==> config.mk <==
export PLATFORM = sky130hd
export DESIGN_NAME = bfl_ram
export DESIGN_NICKNAME = d
export VERILOG_FILES = /design/src/rtl/bfl_ram.sv
export SDC_FILE = /design/constraint.sdc
export NUM_CORES = 1
export LEC_CHECK = 0
export BUFFER_PORTS_ARGS = -buffer_cell sky130_fd_sc_hd__buf_2
export CORE_MARGIN = 5
export CORE_UTILIZATION = 54
export CTS_CLUSTER_SIZE = 8
export DETAILED_ROUTE_END_ITERATION = 12
export PLACE_DENSITY = 0.74
export SLEW_MARGIN = 20
export SYNTH_ARGS = -nofsm -noshare
export SYNTH_HDL_FRONTEND = slang
export SYNTH_SLANG_ARGS = --single-unit
export TNS_END_PERCENT = 20
==> constraint.sdc <==
create_clock -name clk -period 2 [get_ports clk]
set_clock_uncertainty 0.15 [all_clocks]
set_input_delay 0.4 -clock clk [delete_from_list [all_inputs] [get_ports clk]]
set_output_delay 0.4 -clock clk [all_outputs]
set_load 0.01 [all_outputs]
==> src/rtl/bfl_ram.sv <==
// ----------------------------------------------------------------------------
// bfl_ram: generic simple dual-port RAM
// One write port, one read port, read data registered.
// ----------------------------------------------------------------------------
module bfl_ram #(
    parameter int WIDTH = 8,
    parameter int DEPTH = 16
) (
    input  logic                     clk,
    input  logic                     we,
    input  logic [$clog2(DEPTH)-1:0] waddr,
    input  logic [WIDTH-1:0]         wdata,
    input  logic                     re,
    input  logic [$clog2(DEPTH)-1:0] raddr,
    output logic [WIDTH-1:0]         rdata
);

    logic [WIDTH-1:0] mem [DEPTH];

    always_ff @(posedge clk)
    begin
        if (we)
        begin
            mem[waddr] <= wdata;
        end
        if (re)
        begin
            rdata <= mem[raddr];
        end
    end

endmodule

==> results.yml <==
timing:
  tns_ns: 0
  final.min_clock_period_ns: 1.68
  fmax_mhz: 597
  final_hold_viol_count: 0
  setup_viol: 0
  layout_setup_ws_ns: 0.324
  maxSlewViolCount: 0
  tightest_slew_ns: 0.427
  rsz0062_at_grt: "false"
  slew_headroom_pct: 71.6
  period_share_pct: 83.8
  fin_hold_ws_ns: 0.131
die:
  initial_utilization_pct: 54.5
  boundaryPins: 27
  core_area_um2: 9590
  die_y_um: 108
  die_w_um: 108
  rows: 36
  dieArea_um2: 11700
worst_setup_path:
  r2r_end: "rdata[4]$_DFFE_PP_"
  cp-endpoint: "rdata[6]"
  critPathKind: "reg -> out"
  end_kind: "output port"
  rr_startpoint: "mem[9][4]$_DFFE_PP_"
  slowest_stage: "edfxtp_1"
  cp_num_buf_inv: 1
  cpPeakStageDelay_ns: 0.44
  worstRegToRegCells: 3
  worstPathMaxFanout: 1
  cp.depth: 1
  startpoint: "rdata[6]$_DFFE_PP_"
  critPathRequiredTime_ns: 1.45
  start_kind: "flop"
  path_delay_family: "flip-flops"
  crit_chain: "buf_2"
  worst-endpoint-arrival_ns: 1.13
  r2r_slack_ns: 0.33
synthesis:
  synth-compound-area-share_pct: 2.30
  ys_types: 18
  synth-simple-area-share_pct: 3.14
  yosys.area_share.adder_pct: 0
  synth_xor_area_share_pct: 0
  synth_top_family_by_area: "multiplexers"
  synth_fp_nets: 248
  seq_area_frac_synth_pct: 78.1
  synth-edff-count: 136
  yosysTopAreaCell: "edfxtp_1"
  synth_area_per_cell_um2: 22.8
  synthTopCellsByCount: "136 x edfxtp_1, 18 x mux4_2, 16 x a22oi_1, 14 x mux4_1, 13 x nor2_1"
  muxShareOfSynthArea_pct: 14.8
  synth_cells: 229
  ys_async_sr_fraction_pct: 0
  yosysMostFrequentCell: "edfxtp_1"
  ys_seq_elements: 136
  syn_area_um2: 5230
  synth_warnings: 0
  yosys.area.top_type_share_pct: 78.1
  synthTopCellsByArea: "edfxtp_1 78%, mux4_2 7.8%, mux4_1 7.0%"
  ys.flop_type: "edfxtp_1"
grt:
  antenna_found_initial: 1
  grt_pass1_vias: 2647
  grt_pass1_wl_um: 15700
  grt_max_degree: 20
  grtUsageTotal_pct: 19.4
  grt_overflow_total: 0
power:
  seq_power_share_pct: 49.2
  p_sw_uw: 1230
  p_comb_share_pct: 4.7
  switching_share_pct: 18.7
  power_density_nw_per_um2: 1050
  internal_power_uw: 5340
  peakVddDrop_mv: 0.684
  p_total_uw: 6570
  power_frac_clock_pct: 46.1
  leakagePower_uw: 0.00214
place:
  dp.cells: 402
  gp_congestion: 0.765
  dpl.hpwl_um: 6110
  portBuffers: 26
  pre_cts_ws_ns: -0.157
clock_tree:
  htree_levels: 4
  cts_buffers: 17
  cts_tree: "done"
  post_cts_resized: 0
  insertion_delay_ns: 0.51
  numClockSinks: 136
  root_buffer: "clkbuf_8"
  postCtsSetupRepairBufs: 0
  cts_hold_buf: 0
  clk_pin_slew_worst_paths_ns: 0.06
  clk_path_buf_depth: 2
finish:
  antenna_cells: 0
  area_growth_pct: 19.6
  regArea_um2: 4080
  instances_no_fill: 433
  drive_gt1_share_pct: 31.7
  multi_input_area_um2: 1060
  fin_nets: 307
  final.fill_count: 614
detailed_routing:
  vias: 2490
  drc: 0
  drt-total-wl_um: 10200
  routed_via_density: 5.75
  wl_per_cell_um: 23.6
  first_pass_iters: 4
  dr.first_iter.drc_count: 172
  drtAntennaViolNets: 0
min_path:
  holdCritPathClass: "in -> reg"
job:
  max-cap-violations: 0
status:
  run_status: "finished clean"
==> power groups by stage <==
stage | Sequential [µW] | Combinational [µW] | Clock (µW)
after floorplan | 3290 | 162 | 0
after global placement | 3290 | 304 | 0
after detailed placement | 3290 | 312 | 0
after CTS | 3230 | 315 | 3060
after global routing | 3240 | 336 | 3200
final | 3230 | 310 | 3030
==> flip-flops by register name, summed over array words and instances (netlist names) <==
| signal | count |
|---|---|
| rdata | 8 |
| mem | 128 |
==> cells in the final DEF, fill, tap and decap left out, drive strengths merged <==
| cell | Yosys | layout |
|---|---|---|
| edfxtp | 136 | 136 |
| buf | 7 | 50 |
| mux4 | 32 | 32 |
| clkbuf | 0 | 19 |
| a22oi | 16 | 16 |
| nor2 | 13 | 13 |
| nand2 | 9 | 9 |
| clkinv | 0 | 7 |
| bufinv | 0 | 4 |
| nor3 | 4 | 4 |
| nand3b | 2 | 2 |
| nand2b | 2 | 2 |
| nor2b | 1 | 1 |
| and2 | 1 | 1 |
| and2b | 1 | 1 |
| nand3 | 1 | 1 |
| or3b | 1 | 1 |
| clkinvlp | 0 | 1 |
==> cells by family after synthesis <==
kind of cell | after synthesis
compound gates | 16
flops | 136
buf+inv | 10
simple gates | 35
mux | 32
==> how the worst min path moves through the flow <==
stage,endpoint,cells after the start,startpoint
after detailed placement,rdata[7]$_DFFE_PP_,3,mem[15][7]$_DFFE_PP_
after global routing,rdata[3]$_DFFE_PP_,1,re
after global placement,rdata[7]$_DFFE_PP_,3,mem[14][7]$_DFFE_PP_
final,mem[11][5]$_DFFE_PP_,1,wdata[5]
after CTS,mem[4][2]$_DFFE_PP_,1,wdata[2]
after floorplan,mem[0][0]$_DFFE_PP_,0,wdata[0]
==> area by class of cell <==
| class | instances | area share (%) |
|---|---|---|
| tap | 133 | 2.66 |
| multi-input combinational | 83 | 17.0 |
| timing repair buffer | 50 | 5.76 |
| sequential | 136 | 65.3 |
| clock buffer | 19 | 6.74 |
| clock inverter | 12 | 2.52 |
==> metrics by stage <==
step | cell area, µm² | utilization [%]
floorplan | 5230 | -
global placement | 5670 | 59.1
detailed placement | 5670 | 59.1
CTS | 6250 | 65.2
global route | 6250 | 65.2
finish | 6250 | 65.2
==> per-layer routing <==
metal	global-route usage [%]	up-vias	part of all wire, %
met5	0	-	0.13
met4	7.03	2	1.9
met3	4.90	18	7.6
met2	32.2	101	51
met1	25.0	1272	40
li1	-	1097	-
Power figures use the tool's default switching activity.
