### src/rtl/bfl_pkg.sv
// ----------------------------------------------------------------------------
// bfl_pkg: shared types and constants for the best-fit free block list
// Entry layout, status codes and widths used by the list and its compare unit.
// ----------------------------------------------------------------------------
package bfl_pkg;

    localparam int CAPACITY = 64;
    localparam int IDX_W    = (CAPACITY > 1) ? $clog2(CAPACITY) : 1;
    localparam int CNT_W    = $clog2(CAPACITY + 1);

    localparam int TYPE_W   = 8;
    localparam int ROW_W    = 48;
    localparam int SIZE_W   = 24;
    localparam int STAT_W   = 3;

    typedef struct packed {
        logic [TYPE_W-1:0] block_type;
        logic [ROW_W-1:0]  row;
        logic [SIZE_W-1:0] size;
    } entry_t;

    localparam int ENTRY_W = $bits(entry_t);

    // compare unit verdict on one stored entry
    typedef struct packed {
        logic              key_match;
        logic              size_diff;
        logic              better;
        logic [SIZE_W-1:0] tail;
    } cmp_res_t;

    localparam logic FUNC_PUT = 1'b0;
    localparam logic FUNC_GET = 1'b1;

    localparam logic [STAT_W-1:0] ST_INSERTED  = 3'd0;
    localparam logic [STAT_W-1:0] ST_UPDATED   = 3'd1;
    localparam logic [STAT_W-1:0] ST_UNCHANGED = 3'd2;
    localparam logic [STAT_W-1:0] ST_REMOVED   = 3'd3;
    localparam logic [STAT_W-1:0] ST_ABSENT    = 3'd4;
    localparam logic [STAT_W-1:0] ST_FULL      = 3'd5;
    localparam logic [STAT_W-1:0] ST_FOUND     = 3'd6;
    localparam logic [STAT_W-1:0] ST_NONE      = 3'd7;

endpackage

### src/rtl/bfl_cmp.sv
// ----------------------------------------------------------------------------
// bfl_cmp: shared compare unit
// Checks one stored entry against the current word: key match for put,
// fit and surplus against the running best for get.
// ----------------------------------------------------------------------------
module bfl_cmp
    import bfl_pkg::*;
(
    input  entry_t            entry,
    input  logic [TYPE_W-1:0] key_type,
    input  logic [ROW_W-1:0]  key_row,
    input  logic [SIZE_W-1:0] req_size,
    input  logic              have_best,
    input  logic [SIZE_W-1:0] best_tail,
    output cmp_res_t          res
);

    logic            type_hit;
    logic [SIZE_W:0] diff;

    always_comb
    begin
        type_hit      = (entry.block_type == key_type);
        diff          = {1'b0, entry.size} - {1'b0, req_size};
        res.key_match = type_hit && (entry.row == key_row);
        res.size_diff = (entry.size != req_size);
        res.tail      = diff[SIZE_W-1:0];
        // no borrow means the entry fits; strict less keeps the earliest on ties
        res.better    = type_hit && !diff[SIZE_W]
                        && (!have_best || (diff[SIZE_W-1:0] < best_tail));
    end

endmodule

### config.mk
export PLATFORM = sky130hd
export DESIGN_NAME = bfl_cmp
export DESIGN_NICKNAME = d
export VERILOG_FILES = /design/src/rtl/bfl_pkg.sv /design/src/rtl/bfl_cmp.sv
export SDC_FILE = /design/constraint.sdc
export NUM_CORES = 1
export LEC_CHECK = 0
export BUFFER_PORTS_ARGS = -buffer_cell sky130_fd_sc_hd__buf_2
export CAP_MARGIN = 20
export CORE_AREA = 2 2 82 84
export DETAILED_ROUTE_END_ITERATION = 7
export DIE_AREA = 0 0 84 86
export GPL_ROUTABILITY_DRIVEN = 0
export GPL_TIMING_DRIVEN = 0
export PLACE_DENSITY = 0.87
export SYNTH_ARGS = -nofsm -noshare
export SYNTH_HDL_FRONTEND = slang
export SYNTH_SLANG_ARGS = --single-unit
### constraint.sdc
create_clock -name vclk -period 8.8
set_input_delay 0.44 -clock vclk [all_inputs]
set_output_delay 0.44 -clock vclk [all_outputs]
set_load 0.02 [all_outputs]
==> impl_results.md <==
* Post-detail-place hpwl at 9.30 mm
* Final Max Tran Viols at 0
* Family with the most delay on the worst path: compound AO/OA/AOI/OAI gates
* TNS Setup at 0 ns
* Via Count at 3,391
* Syn Inst Count at 355
* Setup CP Type: input port to output port
* Die width at ~84 um
* Largest net degree at the start of global routing at 10
* Mean post-synth cell area at between 7 and 8 sq um
* Peak Freq at 213 MHz
* Sequential cell area fraction in the yosys report at 0%
* Min cycle time layout at 4.69 ns
* Worst Tran Pin Value at about 0.41 ns
* Starting Density at 41.2%
* Worst Path Required at 8.36 ns
* Biggest area consumer among synthesized cells: ha_1
* Synth cell types at 51
* Core footprint at 0.00628 sq mm
* Worst VDD drop at 0.0461 mV
* Total Routing Usage GR at 25.7%
* Layout cell share with drive strength beyond 1 at just over 40%
* Cells on Worst Hold Path at 3
* DR iter-0 viols at 131
* Area Growth Syn to Fin at 45.0%
* Hold path start: have_best
* PortBufs at 212
* Synth top area share at 22.7%
* Unrepaired setup endpoints after global routing: no
* Total wire length at 10.1 mm
* Gr ovfl total at 0
* # clk buffers at 0
* Final Core Density at 59.8%
* CP Buf/Inv Count at 3
* Outcome: finished clean
* Vias per std cell at 5.24
* Post-synth net total at 588
* Die ar. at 0.00722 sq mm
* Crit-path cells: buf_2 > inv_1 > ha_1 > fa_1 > nand2b_1 > a211oi_4 > o21ai_1 > a311o_1 > xnor2_1 > ha_1 > and2_0 > a221o_1 > a221o_1 > or3_1 > a221oi_2 > buf_2
* Seq cells at 0
* Post-route DRC at 0
* P_leak at 2.15 nW
* IO Count at 212
* Design area at roughly 0.0038 sq mm
* Worst hold-check path type: input port to output port
* Worst-path maximum fanout at 3
* Post-route ant nets at 0
* Yosys warns at 0
* WL/cell at ~16 um
* Number of global-route vias before repair at 3,337
* CP Launch Point: entry[0]
* Initial antenna violation count at 4
* Arrival @ worst endpoint at 4.25 ns
* Fill cell count at 589
* First-pass GRT wire length at 15.1 mm
* Row cnt at 29
* CP endpoint kind: output port
* Max_cap viols at 0
* Die Y-Extent at 86 um
* Post-CTS setup buffers at 0
* Hold Path End: res[24]
* Slew headroom at a little under three quarters
* Multi-input logic area at roughly 0.0024 sq mm
* Placed Area at 0.00374 sq mm
* Max incr delay on CP at 0.41 ns
* Setup crit start kind: input port
* Register area at 0 sq um
* Top cells by area, synth: ha_1, xor2_1, inv_1
* Synthesized cell area at roughly 0.0026 sq mm
* CTS resizes at 0
* CP max stage cell: fa_1
* Net count, final at 802
* Hold Buf Count CTS at 0
* Setup violations, final at 0
* Final Cycle Share at 53.3%
* Final Hold Fails at 0
* Drt pass-1 iters at 4
* Pwr dens at slightly below 80 mW/mm^2
stage by stage:
| stage | cells | total power, W | hold WS (ns) | worst slack [ns] |
|---|---|---|---|---|
| floorplan | 355 | 0.000188 | 0.959 | 4.23 |
| global placement | 644 | 0.000281 | 1.17 | 4.17 |
| detailed placement | 644 | 0.000293 | 1.17 | 4.14 |
| CTS | 644 | 0.000295 | 1.17 | 4.11 |
| global route | 647 | 0.000325 | 1.19 | 3.86 |
| finish | 647 | 0.000297 | 1.17 | 4.11 |
logic make-up (layout without fill, tap and decap cells):
family | after synthesis | after routing | share of synthesized area [%]
adder cells (fa/ha/maj) | 48 | 48 | 23.5
AND/OR/NAND/NOR | 90 | 90 | 19.0
other | 0 | 3 | 0
XOR/XNOR | 77 | 77 | 26.1
AO/OA/AOI/OAI | 79 | 79 | 22.0
buffers and inverters | 60 | 272 | 9.09
multiplexers | 1 | 1 | 0.435
cells in the final DEF, fill, tap and decap left out, types with 2 or more instances in the layout:
cell / netlist / routed
a21boi_0: 2 / 2
a21o_1: 7 / 7
a21oi_1: 28 / 28
a221o_1: 2 / 2
a311oi_1: 4 / 4
a31oi_1: 2 / 2
and3_1: 2 / 2
buf_2: 5 / 217
diode_2: 0 / 3
ha_1: 47 / 47
inv_1: 54 / 54
nand2_1: 19 / 19
nand2b_1: 3 / 3
nand3_1: 6 / 6
nand4_1: 11 / 11
nor2_1: 16 / 16
nor2b_1: 4 / 4
nor3_1: 4 / 4
nor4_1: 15 / 15
o211ai_1: 4 / 4
o21a_1: 4 / 4
o21ai_0: 5 / 5
o21ai_1: 4 / 4
o21bai_1: 3 / 3
or3_1: 2 / 2
xnor2_1: 13 / 13
xor2_1: 64 / 64
cell usage after synthesis (5+ instances only):
cell	n
nor2_1	16
nand4_1	11
a21o_1	7
nand3_1	6
xor2_1	64
a21oi_1	28
o21ai_0	5
xnor2_1	13
nand2_1	19
buf_2	5
nor4_1	15
inv_1	54
ha_1	47
final cells by class:
cell class,count,area share (%)
Timing Repair Buffer,212,28.3
Antenna cell,3,0.200
Multi-Input combinational cell,295,62.7
Tap cell,77,2.57
Buffer,6,0.867
Inverter,54,5.40
report_power, final:
| part | leakage (nW) | total, W | internal, W | switching [W] |
|---|---|---|---|---|
| combinational | 2.15 | 0.000297 | 0.000129 | 0.000167 |
| clock | 0.0000190 | 0.0000000000457 | 0.0000000000457 | 0 |
| sequential | 0 | 0 | 0 | 0 |
| total | 2.15 | 0.000297 | 0.000129 | 0.000167 |
routing by layer:
| metal | up-vias | wire, um | track usage, % |
|---|---|---|---|
| met5 | - | 13 | 0 |
| met2 | 163 | 5250 | 50.6 |
| met1 | 1524 | 3650 | 27.8 |
| met3 | 22 | 931 | 5.39 |
| li1 | 1680 | - | - |
| met4 | 2 | 229 | 6.74 |
worst max path at each step:
stage                     endpoint  slack [ns]  cells past startpoint
after floorplan            res[24]        4.23                     14
after global placement     res[24]        4.17                     16
after detailed placement   res[24]        4.14                     16
after CTS                  res[24]        4.11                     16
after global routing       res[24]        3.86                     16
final                      res[24]        4.11                     16
Power figures use the tool's default switching activity.
